## src/hw/rtl/afu_pkg.sv

```systemverilog
// Package for the arithmetic function unit: widths, limits, state codes,
// divider request/response types and the factorial table.
// Depends on nothing; every RTL file of the block imports it.
`timescale 1ns / 1ps
`default_nettype none

package afu_pkg;

    // Input number width and derived widths
    localparam int N_WIDTH    = 14;
    localparam int ROOT_WIDTH = N_WIDTH / 2 + 1;
    localparam int SQ_WIDTH   = 2 * ROOT_WIDTH;
    localparam int CNT_WIDTH  = $clog2(N_WIDTH + 1);

    // Result field widths
    localparam int TRI_WIDTH  = 15;
    localparam int FACT_WIDTH = 19;
    localparam int SUM_WIDTH  = 16;
    localparam int TOT_WIDTH  = 14;

    // Validity limits (exclusive upper bounds)
    localparam logic [N_WIDTH-1:0] TRI_LIMIT   = N_WIDTH'(200);
    localparam logic [N_WIDTH-1:0] FACT_LIMIT  = N_WIDTH'(10);
    localparam logic [N_WIDTH-1:0] ARITH_LIMIT = N_WIDTH'(10000);

    // Sequencer states
    typedef enum logic [2:0] {
        ST_IDLE,
        ST_DS_CHECK,
        ST_DS_WAIT,
        ST_PH_CHECK,
        ST_PH_DIVM,
        ST_PH_DIVR,
        ST_PH_FINAL,
        ST_DONE
    } afu_state_t;

    // Divider request and response
    typedef struct packed {
        logic               start;
        logic [N_WIDTH-1:0] dividend;
        logic [N_WIDTH-1:0] divisor;
    } div_cmd_t;

    typedef struct packed {
        logic               done;
        logic [N_WIDTH-1:0] quotient;
        logic [N_WIDTH-1:0] remainder;
    } div_rsp_t;

    // Factorial of small n; only 1..9 are used
    function automatic logic [FACT_WIDTH-1:0] fact_lookup(input logic [3:0] k);
        logic [FACT_WIDTH-1:0] f;
        case (k)
            4'd1:    f = FACT_WIDTH'(1);
            4'd2:    f = FACT_WIDTH'(2);
            4'd3:    f = FACT_WIDTH'(6);
            4'd4:    f = FACT_WIDTH'(24);
            4'd5:    f = FACT_WIDTH'(120);
            4'd6:    f = FACT_WIDTH'(720);
            4'd7:    f = FACT_WIDTH'(5040);
            4'd8:    f = FACT_WIDTH'(40320);
            4'd9:    f = FACT_WIDTH'(362880);
            default: f = '0;
        endcase
        return f;
    endfunction

endpackage

`default_nettype wire

```

## src/hw/rtl/afu_divider.sv

```systemverilog
// Restoring divider, one quotient bit per cycle, shared by all phases.
// Depends on afu_pkg for widths and the request/response structs.
`timescale 1ns / 1ps
`default_nettype none

module afu_divider (
    input  wire logic              aclk,
    input  wire logic              aresetn,
    input  wire afu_pkg::div_cmd_t cmd,
    output afu_pkg::div_rsp_t      rsp
);
    import afu_pkg::*;

    logic                 busy_reg, busy_next;
    logic                 done_reg, done_next;
    logic [CNT_WIDTH-1:0] cnt_reg, cnt_next;
    logic [N_WIDTH-1:0]   rem_reg, rem_next;
    logic [N_WIDTH-1:0]   quo_reg, quo_next;
    logic [N_WIDTH-1:0]   dvs_reg, dvs_next;

    logic [N_WIDTH:0]     shifted;
    logic [N_WIDTH:0]     diff;

    // Trial subtract of the shifted partial remainder
    assign shifted = {rem_reg, quo_reg[N_WIDTH-1]};
    assign diff    = shifted - {1'b0, dvs_reg};

    // Step the division
    always_comb begin
        busy_next = busy_reg;
        done_next = 1'b0;
        cnt_next  = cnt_reg;
        rem_next  = rem_reg;
        quo_next  = quo_reg;
        dvs_next  = dvs_reg;
        if (busy_reg) begin
            if (!diff[N_WIDTH]) begin
                rem_next = diff[N_WIDTH-1:0];
                quo_next = {quo_reg[N_WIDTH-2:0], 1'b1};
            end else begin
                rem_next = shifted[N_WIDTH-1:0];
                quo_next = {quo_reg[N_WIDTH-2:0], 1'b0};
            end
            cnt_next = cnt_reg - CNT_WIDTH'(1);
            if (cnt_reg == CNT_WIDTH'(1)) begin
                busy_next = 1'b0;
                done_next = 1'b1;
            end
        end else if (cmd.start) begin
            busy_next = 1'b1;
            cnt_next  = CNT_WIDTH'(N_WIDTH);
            rem_next  = '0;
            quo_next  = cmd.dividend;
            dvs_next  = cmd.divisor;
        end
    end

    // Control state takes reset; operands do not
    always_ff @(posedge aclk) begin
        if (!aresetn) begin
            busy_reg <= 1'b0;
            done_reg <= 1'b0;
            cnt_reg  <= '0;
        end else begin
            busy_reg <= busy_next;
            done_reg <= done_next;
            cnt_reg  <= cnt_next;
        end
        rem_reg <= rem_next;
        quo_reg <= quo_next;
        dvs_reg <= dvs_next;
    end

    assign rsp.done      = done_reg;
    assign rsp.quotient  = quo_reg;
    assign rsp.remainder = rem_reg;

endmodule

`default_nettype wire

```

## src/hw/rtl/arithmetic_function_unit.sv

```systemverilog
// Top level of the arithmetic function unit: sequencer, datapath, output register.
// Depends on afu_pkg and afu_divider.
`timescale 1ns / 1ps
`default_nettype none

// Takes one number n per request and returns its triangular number, factorial,
// aliquot sum and Euler totient, each with a valid flag; a value whose flag is
// clear reads zero. Triangular and factorial come out at once; the aliquot sum
// and totient run on one shared restoring divider. The aliquot sum tests
// divisor pairs d, n/d for d up to sqrt(n); the totient factors n by trial
// division up to sqrt(m). For n up to 9999 this is at most about 200
// divisions, far fewer for small n; out-of-range n (zero or 10000 and up)
// skips the divider.
// s_ready is high only while the sequencer is idle; a finished result waits
// in the output register while the next request is accepted.
module arithmetic_function_unit (
    input  wire logic                             aclk,
    input  wire logic                             aresetn,
    input  wire logic                             s_valid,
    output logic                                  s_ready,
    input  wire logic [afu_pkg::N_WIDTH-1:0]      s_n,
    output logic                                  m_valid,
    input  wire logic                             m_ready,
    output logic [afu_pkg::TRI_WIDTH-1:0]         m_triangular,
    output logic                                  m_triangular_valid,
    output logic [afu_pkg::FACT_WIDTH-1:0]        m_factorial,
    output logic                                  m_factorial_valid,
    output logic [afu_pkg::SUM_WIDTH-1:0]         m_divisor_sum,
    output logic                                  m_divisor_sum_valid,
    output logic [afu_pkg::TOT_WIDTH-1:0]         m_totient,
    output logic                                  m_totient_valid
);
    import afu_pkg::*;

    afu_state_t state_reg, state_next;

    logic [N_WIDTH-1:0]    n_reg, n_next;
    logic [ROOT_WIDTH-1:0] d_reg, d_next;
    logic [SUM_WIDTH-1:0]  sum_reg, sum_next;
    logic [N_WIDTH-1:0]    m_reg, m_next;
    logic [N_WIDTH-1:0]    r_reg, r_next;
    logic [ROOT_WIDTH-1:0] p_reg, p_next;
    logic                  found_reg, found_next;
    logic [TRI_WIDTH-1:0]  tri_reg, tri_next;
    logic                  tri_ok_reg, tri_ok_next;
    logic [FACT_WIDTH-1:0] fact_reg, fact_next;
    logic                  fact_ok_reg, fact_ok_next;
    logic                  arith_ok_reg, arith_ok_next;

    logic                  out_valid_reg, out_valid_next;
    logic [TRI_WIDTH-1:0]  out_tri_reg, out_tri_next;
    logic                  out_tri_ok_reg, out_tri_ok_next;
    logic [FACT_WIDTH-1:0] out_fact_reg, out_fact_next;
    logic                  out_fact_ok_reg, out_fact_ok_next;
    logic [SUM_WIDTH-1:0]  out_sum_reg, out_sum_next;
    logic [TOT_WIDTH-1:0]  out_tot_reg, out_tot_next;
    logic                  out_arith_ok_reg, out_arith_ok_next;

    div_cmd_t div_cmd;
    div_rsp_t div_rsp;

    logic                  accept;
    logic                  in_arith_ok;
    logic                  in_tri_ok;
    logic                  in_fact_ok;
    logic [16:0]           tri_prod;
    logic [SQ_WIDTH-1:0]   d_sq;
    logic [SQ_WIDTH-1:0]   p_sq;
    logic                  ds_more;
    logic                  ph_more;
    logic                  div_zero;
    logic                  out_free;
    logic [N_WIDTH-1:0]    d_wide;
    logic [N_WIDTH-1:0]    d_term;
    logic [N_WIDTH-1:0]    q_term;

    afu_divider u_divider (
        .aclk    (aclk),
        .aresetn (aresetn),
        .cmd     (div_cmd),
        .rsp     (div_rsp)
    );

    // Handshake and range checks on the incoming number
    assign s_ready     = (state_reg == ST_IDLE);
    assign accept      = s_valid && s_ready;
    assign in_arith_ok = (s_n != '0) && (s_n < ARITH_LIMIT);
    assign in_tri_ok   = (s_n != '0) && (s_n < TRI_LIMIT);
    assign in_fact_ok  = (s_n != '0) && (s_n < FACT_LIMIT);
    assign tri_prod    = 17'(s_n[7:0]) * 17'({1'b0, s_n[7:0]} + 9'd1);

    // Loop bounds and divider result tests
    assign d_sq     = SQ_WIDTH'(d_reg) * SQ_WIDTH'(d_reg);
    assign p_sq     = SQ_WIDTH'(p_reg) * SQ_WIDTH'(p_reg);
    assign ds_more  = d_sq <= SQ_WIDTH'(n_reg);
    assign ph_more  = p_sq <= SQ_WIDTH'(m_reg);
    assign div_zero = (div_rsp.remainder == '0);
    assign out_free = !out_valid_reg || m_ready;

    // Divisor pair terms: skip n itself and a repeated square root
    assign d_wide = N_WIDTH'(d_reg);
    assign d_term = (d_wide < n_reg) ? d_wide : '0;
    assign q_term = ((div_rsp.quotient != d_wide) && (div_rsp.quotient < n_reg)) ?
                    div_rsp.quotient : '0;

    // Next state
    always_comb begin
        state_next = state_reg;
        unique case (state_reg)
            ST_IDLE: begin
                if (accept) begin
                    state_next = in_arith_ok ? ST_DS_CHECK : ST_DONE;
                end
            end
            ST_DS_CHECK: begin
                state_next = ds_more ? ST_DS_WAIT : ST_PH_CHECK;
            end
            ST_DS_WAIT: begin
                if (div_rsp.done) begin
                    state_next = ST_DS_CHECK;
                end
            end
            ST_PH_CHECK: begin
                if (ph_more) begin
                    state_next = ST_PH_DIVM;
                end else if (m_reg > N_WIDTH'(1)) begin
                    state_next = ST_PH_FINAL;
                end else begin
                    state_next = ST_DONE;
                end
            end
            ST_PH_DIVM: begin
                if (div_rsp.done) begin
                    if (div_zero) begin
                        state_next = ST_PH_DIVM;
                    end else if (found_reg) begin
                        state_next = ST_PH_DIVR;
                    end else begin
                        state_next = ST_PH_CHECK;
                    end
                end
            end
            ST_PH_DIVR: begin
                if (div_rsp.done) begin
                    state_next = ST_PH_CHECK;
                end
            end
            ST_PH_FINAL: begin
                if (div_rsp.done) begin
                    state_next = ST_DONE;
                end
            end
            ST_DONE: begin
                if (out_free) begin
                    state_next = ST_IDLE;
                end
            end
            default: state_next = ST_IDLE;
        endcase
    end

    // Datapath updates and divider requests
    always_comb begin
        n_next        = n_reg;
        d_next        = d_reg;
        sum_next      = sum_reg;
        m_next        = m_reg;
        r_next        = r_reg;
        p_next        = p_reg;
        found_next    = found_reg;
        tri_next      = tri_reg;
        tri_ok_next   = tri_ok_reg;
        fact_next     = fact_reg;
        fact_ok_next  = fact_ok_reg;
        arith_ok_next = arith_ok_reg;
        div_cmd       = '0;

        out_valid_next    = out_valid_reg;
        out_tri_next      = out_tri_reg;
        out_tri_ok_next   = out_tri_ok_reg;
        out_fact_next     = out_fact_reg;
        out_fact_ok_next  = out_fact_ok_reg;
        out_sum_next      = out_sum_reg;
        out_tot_next      = out_tot_reg;
        out_arith_ok_next = out_arith_ok_reg;

        // Drop a delivered result
        if (out_valid_reg && m_ready) begin
            out_valid_next = 1'b0;
        end

        unique case (state_reg)
            ST_IDLE: begin
                if (accept) begin
                    n_next        = s_n;
                    d_next        = ROOT_WIDTH'(1);
                    sum_next      = '0;
                    m_next        = s_n;
                    r_next        = s_n;
                    p_next        = ROOT_WIDTH'(2);
                    found_next    = 1'b0;
                    tri_ok_next   = in_tri_ok;
                    tri_next      = in_tri_ok ? tri_prod[15:1] : '0;
                    fact_ok_next  = in_fact_ok;
                    fact_next     = in_fact_ok ? fact_lookup(s_n[3:0]) : '0;
                    arith_ok_next = in_arith_ok;
                end
            end
            ST_DS_CHECK: begin
                if (ds_more) begin
                    div_cmd.start    = 1'b1;
                    div_cmd.dividend = n_reg;
                    div_cmd.divisor  = d_wide;
                end
            end
            ST_DS_WAIT: begin
                if (div_rsp.done) begin
                    if (div_zero) begin
                        sum_next = sum_reg + SUM_WIDTH'(d_term) + SUM_WIDTH'(q_term);
                    end
                    d_next = d_reg + ROOT_WIDTH'(1);
                end
            end
            ST_PH_CHECK: begin
                found_next = 1'b0;
                if (ph_more) begin
                    div_cmd.start    = 1'b1;
                    div_cmd.dividend = m_reg;
                    div_cmd.divisor  = N_WIDTH'(p_reg);
                end else if (m_reg > N_WIDTH'(1)) begin
                    div_cmd.start    = 1'b1;
                    div_cmd.dividend = r_reg;
                    div_cmd.divisor  = m_reg;
                end
            end
            ST_PH_DIVM: begin
                if (div_rsp.done) begin
                    if (div_zero) begin
                        // Strip the factor and try it again
                        m_next           = div_rsp.quotient;
                        found_next       = 1'b1;
                        div_cmd.start    = 1'b1;
                        div_cmd.dividend = div_rsp.quotient;
                        div_cmd.divisor  = N_WIDTH'(p_reg);
                    end else if (found_reg) begin
                        div_cmd.start    = 1'b1;
                        div_cmd.dividend = r_reg;
                        div_cmd.divisor  = N_WIDTH'(p_reg);
                    end else begin
                        p_next = p_reg + ROOT_WIDTH'(1);
                    end
                end
            end
            ST_PH_DIVR: begin
                if (div_rsp.done) begin
                    r_next = r_reg - div_rsp.quotient;
                    p_next = p_reg + ROOT_WIDTH'(1);
                end
            end
            ST_PH_FINAL: begin
                if (div_rsp.done) begin
                    r_next = r_reg - div_rsp.quotient;
                end
            end
            ST_DONE: begin
                // Hand the finished request to the output register
                if (out_free) begin
                    out_valid_next    = 1'b1;
                    out_tri_next      = tri_reg;
                    out_tri_ok_next   = tri_ok_reg;
                    out_fact_next     = fact_reg;
                    out_fact_ok_next  = fact_ok_reg;
                    out_sum_next      = arith_ok_reg ? sum_reg : '0;
                    out_tot_next      = arith_ok_reg ? TOT_WIDTH'(r_reg) : '0;
                    out_arith_ok_next = arith_ok_reg;
                end
            end
            default: ;
        endcase
    end

    // Registers
    always_ff @(posedge aclk) begin
        if (!aresetn) begin
            state_reg     <= ST_IDLE;
            out_valid_reg <= 1'b0;
        end else begin
            state_reg     <= state_next;
            out_valid_reg <= out_valid_next;
        end
        n_reg            <= n_next;
        d_reg            <= d_next;
        sum_reg          <= sum_next;
        m_reg            <= m_next;
        r_reg            <= r_next;
        p_reg            <= p_next;
        found_reg        <= found_next;
        tri_reg          <= tri_next;
        tri_ok_reg       <= tri_ok_next;
        fact_reg         <= fact_next;
        fact_ok_reg      <= fact_ok_next;
        arith_ok_reg     <= arith_ok_next;
        out_tri_reg      <= out_tri_next;
        out_tri_ok_reg   <= out_tri_ok_next;
        out_fact_reg     <= out_fact_next;
        out_fact_ok_reg  <= out_fact_ok_next;
        out_sum_reg      <= out_sum_next;
        out_tot_reg      <= out_tot_next;
        out_arith_ok_reg <= out_arith_ok_next;
    end

    // Result channel
    assign m_valid             = out_valid_reg;
    assign m_triangular        = out_tri_reg;
    assign m_triangular_valid  = out_tri_ok_reg;
    assign m_factorial         = out_fact_reg;
    assign m_factorial_valid   = out_fact_ok_reg;
    assign m_divisor_sum       = out_sum_reg;
    assign m_divisor_sum_valid = out_arith_ok_reg;
    assign m_totient           = out_tot_reg;
    assign m_totient_valid     = out_arith_ok_reg;

endmodule

`default_nettype wire

```

## config.mk

```make
export PLATFORM = sky130hd
export DESIGN_NAME = arithmetic_function_unit
export DESIGN_NICKNAME = d
export VERILOG_FILES = /design/src/hw/rtl/afu_pkg.sv /design/src/hw/rtl/afu_divider.sv /design/src/hw/rtl/arithmetic_function_unit.sv
export SDC_FILE = /design/constraint.sdc
export NUM_CORES = 1
export LEC_CHECK = 0
export BUFFER_PORTS_ARGS = -buffer_cell sky130_fd_sc_hd__buf_2
export CAP_MARGIN = 10
export CORE_UTILIZATION = 55
export DETAILED_ROUTE_END_ITERATION = 10
export PLACE_DENSITY = 0.74
export SLEW_MARGIN = 30
export SYNTH_ARGS = -nofsm -noshare
export SYNTH_HDL_FRONTEND = slang
export SYNTH_SLANG_ARGS = --single-unit
```

## constraint.sdc

```tcl
create_clock -name aclk -period 14.8 [get_ports aclk]
set_input_delay 0.74 -clock aclk [delete_from_list [all_inputs] [get_ports aclk]]
set_output_delay 0.74 -clock aclk [all_outputs]
set_load 0.01 [all_outputs]
```

Word-level counts from Yosys, hierarchy flattened --
Memories as Yosys holds them, arrays and structs flattened. A register that Yosys moved wholly into a read port is not among the register bits. Cells that the tools add are included.
Word-level totals: register bits 231, ROM bits 256, input bits 18, output and inout bits 70, word-level logic and storage cells 160, memories kept 1
Memories:
- (no name shown) | words 16, bits a word 16, rd ports 1, clocked after Yosys merged registers in 1, write ports 0, line afu_pkg.sv:54 | case (k)
Cells by class: $add $sub $neg 8, multipliers 3, magnitude comparators 8, eq/ne operators 21, mux-type cells 60, bitwise operators 1, reductions and logical operators 31
Operator list (number):
- 29-bit two-way mux | 6
- 14-bit two-way mux | 10
- 29-bit case mux with 3 select lines | 1
- 8-bit two-way mux | 8
- 14-bit case mux with 2 select lines | 2
- 16-bit two-way mux | 3
- 16-bit by 14-bit less-or-equal comparator with 1-bit output | 2
- 8-bit by 8-bit multiplier with 16-bit output | 2
- 16-bit case mux with 2 select lines | 1
- 3-bit two-way mux | 9
- 3-bit case mux with 8 select lines | 1
- 8-bit case mux with 3 select lines | 1
- 16-bit by 14-bit adder with 16-bit output | 1
- 16-bit by 8-bit adder with 16-bit output | 1
- 8-bit by 1-bit adder with 8-bit output, second input constant | 2
- 8-bit by 9-bit multiplier with 16-bit output | 1
- 8-bit case mux with 2 select lines | 1
- 15-bit by 14-bit subtractor with 15-bit output | 1
- 14-bit by 1-bit greater-than comparator with 1-bit output, second input constant | 1
- 14-bit logical NOT | 1
- 14-bit less-than comparator | 1
- 14-bit less-than comparator, second input constant | 1
- 14-bit by 4-bit less-than comparator with 1-bit output, second input constant | 1
- 14-bit by 8-bit less-than comparator with 1-bit output, second input constant | 1
- other kinds (29) | 73

Longest topological paths before layout --
Gate-level depths: netlist of the first run.
word-level depth 7, gate-level depth with buffers 29, mapped depth without buffers 27

Hierarchy --
From an unflattened synthesis of the first run, not the netlist that was laid out.
Second synthesis, totals: cells, all modules 1852, area, all modules 18500.2 µm²
By module, submodules not included:
- arithmetic_function_unit | times used 1, cells an instance 1601, area each 15716.3 µm², sequential area each 5154.9 µm²
- afu_divider | times used 1, cells an instance 251, area each 2783.9 µm², sequential area each 1381.3 µm²

Least setup slack after synthesis of the first run --
OpenSTA, ideal clock, no wires.
path type register to register, start point reg d_reg[5], end point reg u_divider.dvs_reg[0], enable pin, library setup time 0.366 ns, arrival 6.227 ns, data required time 14.434 ns, path slack 8.206 ns, stages on the path, launching flop included 25, buffers on the path 2, clock period less this slack 6.594 ns, cells stage by stage edfxtp_1 clkbuf_1 and2_1 fa_1 fa_1 inv_1 fa_1 fa_1 inv_1 ha_1 or2_2 o31ai_1 a21oi_1 a21oi_1 xnor2_1 ha_1 o21ai_0 o21bai_1 a21o_1 a221o_1 a211oi_1 nand4_1 clkbuf_1 nand3_1 and2_1
Between the ends: cells in the longest elaborated chain, start to end 5
Ends and longest elaborated chain:
- start: declaration | line arithmetic_function_unit.sv:38 | logic [ROOT_WIDTH-1:0] d_reg, d_next;
- start signal: assignment | line arithmetic_function_unit.sv:292 | d_reg <= d_next;
- 8-bit by 8-bit multiplier with 16-bit output | line arithmetic_function_unit.sv:93 | assign d_sq = SQ_WIDTH'(d_reg) * SQ_WIDTH'(d_reg);
- 16-bit by 14-bit less-or-equal comparator with 1-bit output | line arithmetic_function_unit.sv:95 | assign ds_more = d_sq <= SQ_WIDTH'(n_reg);
- 29-bit two-way mux | line arithmetic_function_unit.sv:210 | if (ds_more) begin
- 29-bit case mux with 3 select lines | line arithmetic_function_unit.sv:192 | unique case (state_reg)
- 2-bit AND reduction (no source line)
- end signal: assignment | line afu_divider.sv:71 | dvs_reg <= dvs_next;
- end: declaration | line afu_divider.sv:19 | logic [N_WIDTH-1:0] dvs_reg, dvs_next;
Every way passes these cells. A chain may end at the register's enable or synchronous reset.

Final worst setup path of the first run --
start point reg d_reg[5], end point reg u_divider.quo_reg[0], enable pin
Between the ends: cells in the longest elaborated chain, start to end 6
Ends and longest elaborated chain:
- 8-bit by 8-bit multiplier with 16-bit output | line arithmetic_function_unit.sv:93
- 16-bit by 14-bit less-or-equal comparator with 1-bit output | line arithmetic_function_unit.sv:95
- 29-bit two-way mux | line arithmetic_function_unit.sv:210
- 29-bit case mux with 3 select lines | line arithmetic_function_unit.sv:192
- 2-bit nonzero test (no source line)
- 2-bit AND reduction (no source line)
- end signal: assignment | line afu_divider.sv:70 | quo_reg <= quo_next;
- end: declaration | line afu_divider.sv:18 | logic [N_WIDTH-1:0] quo_reg, quo_next;
Every way passes these cells.

==> impl_results.md, run 1 <==
* Largest net degree at the start of global routing at 63
* Post-route DRC at 0
* Tmin final at between 7000 and 8000 ps
* IO buf count at between 80 and 90
* Crit path top cell by count: fa_1
* FMAX at approximately 130 MHz
* Routing usage on met1 at between 30% and 40%
* Core Region at 0.0326 mm²
* Register area share after synthesis at roughly 36%
* GRT Resource Usage Total at a little over a quarter
* WP data arrival at approximately 8000 ps
* Clock Latency Late Sink at approximately 540 ps
* Status: finished clean
* Max H-tree Level at 1
* Crit path max fanout at 20
* Die Area at between 0.03 and 0.04 mm²
* Simple-gate share of the synthesized area at roughly 16%
* Post-synth EDFFs at ~210
* CTS tree: yes
* CTS max path bufs at 3
* Startpoint types: flop
* Syn Inst Count at 1788
* Register bit total from synthesis at 221
* Height of the die at about 180 µm
* Final setup fails at 0
* Hold buffers post-CTS at 0
* Fin worst setup slack at around 7000 ps
* Gp weighted congestion at 0.922
* WL per Instance at ~19 µm
* Bufs and invs on worst path at 2
* Worst hold slack at about 420 ps
* Crit-path cells: and2_1, fa_1, fa_1, inv_1, fa_1, fa_1, inv_1, ha_1, or2_2, o31ai_1, a21oi_1, a21oi_1, xnor2_1, ha_1, o21ai_0, o21bai_1, a21o_1, a221o_1, a211oi_1, nand4_1, nand3_1, a21o_1
* Routed vias/inst at a little under 6
* Max cap viols at 0
* Post-synth top flop: edfxtp_1
* WP data required at between 10000 and 15000 ps
* Row cnt at 66
* Netlist cell types at 79
* CP delay by family, top: adder cells
* First-pass GRT wire length at approximately 69 mm
* Total wire length at 43.3 mm
* Met3 Use GR at under 10%
* I/O pin count at between 80 and 90
* Final period utilization at between 50% and 60%
* Gr busiest metal: met2
* Fin Clk Skew at ~10 ps
* Finished Core Util at about three fifths
* Drt pass-1 iters at 5
* Fin. Hold Viols at 0
* CTS buffer count at 25
* Starting density of the core at between 50% and 60%
* Clock sinks at between 200 and 250
* Setup tns final at 0 ps
* Compound-Gate Fraction of Synth Area at between 10 and 15%
* Main combinational cell family by area after synthesis: adder cells
* Slowest CP cell: nand4_1
* Met2 GRT Util at between 40% and 50%
* 1st-iter DRT viols at around 970
* Total vias in the final route at between 10000 and 15000
* Final net count at ~2200
* Worst slew pin tran at between 900 and 1000 ps
* Asr flop ratio synth at 0%
* Crit path kind: reg -> reg
* CP endpoint kind: flop
* Synth warn at 0
* Mapped cell area at approximately 0.018 mm²
* Hold Crit Class: reg -> reg
* Layout fillers at around 2600
* Number of global-route vias before repair at around 13000
* Slew HR at 39.1%
* Max-slew violations at 0
* Post-Synth Adder-Cell Area at between 20% and 30%
* Post-DP HPWL at between 30 and 40 mm
* Fraction of layout cells with a size suffix above 1 at under 10%
* Clock tree root driver cell: clkbuf_16
* Layout area overhead at 8.69%
* Postcts setup bufs at 0
* Initial antenna violation count at 1
* Post-CTS sizing at 0
* Antenna-violating nets left at 0
* Mux share of post-synthesis cell area at about 1.6%
* Congestion Overflow GR at 0
* Post-place setup slack at 7090 ps
* Die width at around 180 µm
* Syn Area/Cell at roughly 10 µm²
* Max incr delay on CP at between 700 and 800 ps
* RSZ-0062 raised after global routing: no
* Post-synthesis xor/xnor area fraction at around 4.2%
* Clock transition at path regs at roughly 60 ps
==> cells in the final DEF (no fill, tap or decap), drive strengths merged, types with 8 or more instances in the layout <==
master  instances
buf            90
nor4           12
and2           96
o211ai         11
edfxtp        211
nand2         117
nor3           38
clkbuf         27
a21o           29
inv           232
o21ai          55
fa            103
dfxtp          10
mux2i          15
mux2           12
o22ai          15
clkinv         10
ha            203
nand4          17
a221o          20
a211oi          8
a21oi          86
nor2b          44
nor2          104
and3           17
nand2b         42
o21a           19
nand3          25
or2             8
xor2           26
xnor2          62
or3            13
==> logic make-up (layout without fill, tap and decap cells) <==
family                   Yosys count  count (layout)
AO/OA/AOI/OAI                    299             299
XOR/XNOR                          88              88
adder cells (fa/ha/maj)          306             306
buffers and inverters            292             365
flip-flops                       221             221
multiplexers                      27              27
other                              1               4
AND/OR/NAND/NOR                  554             554
==> path summary, 6_finish.rpt <==
| kind | start | endpoint | slack (ps) | cells past startpoint |
|---|---|---|---|---|
| setup / recovery | d_reg[5]$_SDFFCE_PN0P_ | u_divider.quo_reg[0]$_DFFE_PP_ | 7020 | 22 |
| hold / removal | fact_reg[0]$_SDFFCE_PP0P_ | m_factorial[0]$_DFFE_PP_ | 420 | 0 |
| setup reg to reg | d_reg[5]$_SDFFCE_PN0P_ | u_divider.quo_reg[0]$_DFFE_PP_ | 7020 | 22 |
| hold reg to reg | fact_reg[0]$_SDFFCE_PP0P_ | m_factorial[0]$_DFFE_PP_ | 420 | 0 |
==> synthesized netlist by cell type, types with 5 or more instances <==
cell type  instances  area, µm²
inv_1            226        848
buf_4              6       45.0
a21o_1            29        218
nor4_1             9       56.3
ha_1             203       2540
o21a_1            19        143
o22ai_1           14       87.6
mux2i_1           15        150
o211a_1            6       60.1
a31oi_1            5       31.3
edfxtp_1         211       6340
xor2_1            26        228
fa_1             103       2060
mux2_2            12        135
o21ai_1           15       75.1
nand4_1           17        106
or2_2              7       43.8
nand2_1          117        439
clkbuf_1          47        176
or3_1             13       81.3
nor2_1           104        390
and3_1            17        106
a211oi_1           8       60.1
nand2b_1          42        263
nor3b_1            7       52.6
o211ai_1          10       75.1
xnor2_1           62        543
o21ai_0           40        200
dfxtp_1           10        200
a221o_1           20        200
nand3_1           24        120
o21bai_1           7       52.6
o31ai_1            7       52.6
nor2b_1           43        269
nor3_1            37        185
a21oi_1           84        420
and2_1            95        594
==> layer usage <==
metal,part of all wire (%),vias up
li1,-,6291
met5,0,-
met4,2.9,0
met2,47,473
met1,43,6550
met3,7.0,88
==> cell type report <==
cell class	instances	area [µm²]	area share, %
clock buffer	27	633	3.18
tap	442	553	2.78
clock inverter	18	196	0.988
antenna	1	2.50	0.0126
timing repair buffer	90	469	2.36
inverter	230	863	4.34
sequential	221	6540	32.9
multi-input combinational	1277	10600	53.5
==> through the flow <==
step / area (µm²) / std cells
floorplan: 18300 / 1790
global placement: 19000 / 2259
detailed placement: 19000 / 2259
CTS: 19900 / 2304
global route: 19900 / 2306
finish: 19900 / 2306
Power of run 1 is not shown: default switching activity piles up to over one toggle a cycle in this logic, so the estimate is an artifact.
==> inputs of run 2 (changes only) <==
Settings changed: PLACE_DENSITY 0.74 to 0.76.
Clock period 14.8 ns to 6.87 ns, I/O delays scaled along.
==> impl_results.md, run 2 (same netlist as run 1, synthesis figures left out) <==
* Congestion Overflow GR at 0
* Multi-input gate area at roughly 0.011 mm²
* Final net count at 2200
* Gp weighted congestion at between 0.9 and 1
* Crit path max fanout at 14
* Most common cell after layout, fill and taps aside: inv_1
* Fin Clk Skew at about 13 ps
* Layout area overhead at 10.2%
* FMAX at ~150 MHz
* Drt pass-1 iters at 7
* Status: finished clean
* Core Region at about 0.033 mm²
* Hold depth at 1
* Max incr delay on CP at slightly below 600 ps
* CTS max path bufs at 3
* Startpoint types: flop
* Total wire length at 43.9 mm
* Max cap viols at 0
* IO buf count at 84
* Worst reg2reg path startpoint: p_reg[5]$_SDFFCE_PP0P_
* Most frequent cells in the layout: inv_1 (226), edfxtp_1 (211), ha_1 (203), nand2_1 (116), fa_1 (103)
* WP data required at 7150 ps
* Max-slew violations at 0
* Post-route cell area at about 0.020 mm²
* Crit path kind: reg -> reg
* Clock sinks at 221
* Fin. Hold Viols at 0
* Height of the die at ~180 µm
* GRT Resource Usage Total at between 20% and 30%
* First-pass GRT wire length at 70.9 mm
* Row cnt at 66
* Hold buffers post-CTS at 0
* Post-place setup slack at approximately 180 ps
* Tmin final at ~6600 ps
* Post-route DRC at 0
* Fraction of layout cells with a size suffix above 1 at between 10% and 20%
* Max H-tree Level at 1
* CTS buffer count at 25
* Post-DP HPWL at roughly 33 mm
* CP endpoint kind: flop
* Final setup fails at 0
* I/O pin count at 88
* Hold Crit Class: in -> reg
* Initial antenna violation count at 0
* Die Area at 0.0340 mm²
* Slew HR at just under 40%
* Fin worst setup slack at 316 ps
* Largest net degree at the start of global routing at 63
* Final period utilization at 95.4%
* Starting density of the core at 56.1%
* R2R Path End: u_divider.quo_reg[7]$_DFFE_PP_
* Area post-placement at approximately 0.019 mm²
* CP delay by family, top: adder cells
* Bufs and invs on worst path at 5
* CTS tree: yes
* 1st-iter DRT viols at ~1300
* Number of global-route vias before repair at roughly 13000
* Setup tns final at 0 ps
* WL per Instance at 18.8 µm
* Hold EP: n_reg[8]$_DFFE_PP_
* Total vias in the final route at roughly 14000
* Clock tree root driver cell: clkbuf_16
* Slowest CP cell: fa_1
* Worst slew pin tran at about 910 ps
* Die width at around 180 µm
* Diode count at 0
* Layout fillers at around 2600
* Sequential Area at about 0.0065 mm²
* R2r setup slk at ~320 ps
* Clock transition at path regs at ~60 ps
* Clock Latency Late Sink at roughly 540 ps
* Antenna-violating nets left at 0
* R2r worst-path depth at 25
* HP Start: s_n[8]
* WP data arrival at between 6000 and 7000 ps
* Routed vias/inst at approximately 5.8
-- run 2: cell count changes in the layout (fill, tap and decap cells not counted), sizes merged --
cell    before  now
inv        232  233
clkinv      10    6
buf         90  121
clkbuf      27   28
diode        1    0
bufinv       3    4
-- run 2: layer usage --
layer	GRT usage (%)	part of all wire, %	vias up
met3	2.87	6.4	72
li1	-	-	6369
met5	0	0	-
met1	37.8	44	6593
met4	6.67	2.3	0
met2	43.4	47	469
-- run 2: final cells by class --
class                      count  area share (%)
clock buffer                  28            3.16
clock inverter                16           0.993
inverter                     230            4.30
multi-input combinational   1277            52.9
sequential                   221            32.4
tap                          442            2.74
timing repair buffer         121            3.46
-- run 2: repair_timing --
| item | in CTS | in global routing |
|---|---|---|
| setup buffers | 0 | 17 |
| endpoints found under the setup margin | 0 | 66 |
| gates resized for setup | 0 | 9 |
| endpoints found under the hold margin | 0 | 0 |
-- run 2: worst max path at each step --
stage                                 startpoint                                 end  slack, ps  depth (start not counted)
final                     p_reg[5]$_SDFFCE_PP0P_      u_divider.quo_reg[7]$_DFFE_PP_        320                         25
after global routing      p_reg[5]$_SDFFCE_PP0P_      u_divider.quo_reg[7]$_DFFE_PP_        -20                         27
after global placement    p_reg[4]$_SDFFCE_PP0P_      u_divider.quo_reg[5]$_DFFE_PP_        440                         24
after floorplan           d_reg[5]$_SDFFCE_PN0P_  u_divider.dvs_reg[0]$_SDFFCE_PN0P_        280                         24
after CTS                 p_reg[5]$_SDFFCE_PP0P_      u_divider.quo_reg[7]$_DFFE_PP_        110                         23
after detailed placement  p_reg[5]$_SDFFCE_PP0P_      u_divider.quo_reg[0]$_DFFE_PP_        180                         23
-- run 2: through the flow --
step	std cells	hold slack, ps	utilization [%]
3_5_place_dp	2274	405	58.7
6_report	2335	87.3	61.8
5_1_grt	2335	95.1	61.8
4_1_cts	2318	80.0	61.3
2_1_floorplan	1790	400	-
3_3_place_gp	2274	402	58.7
Power of run 2 is left out for the same reason.
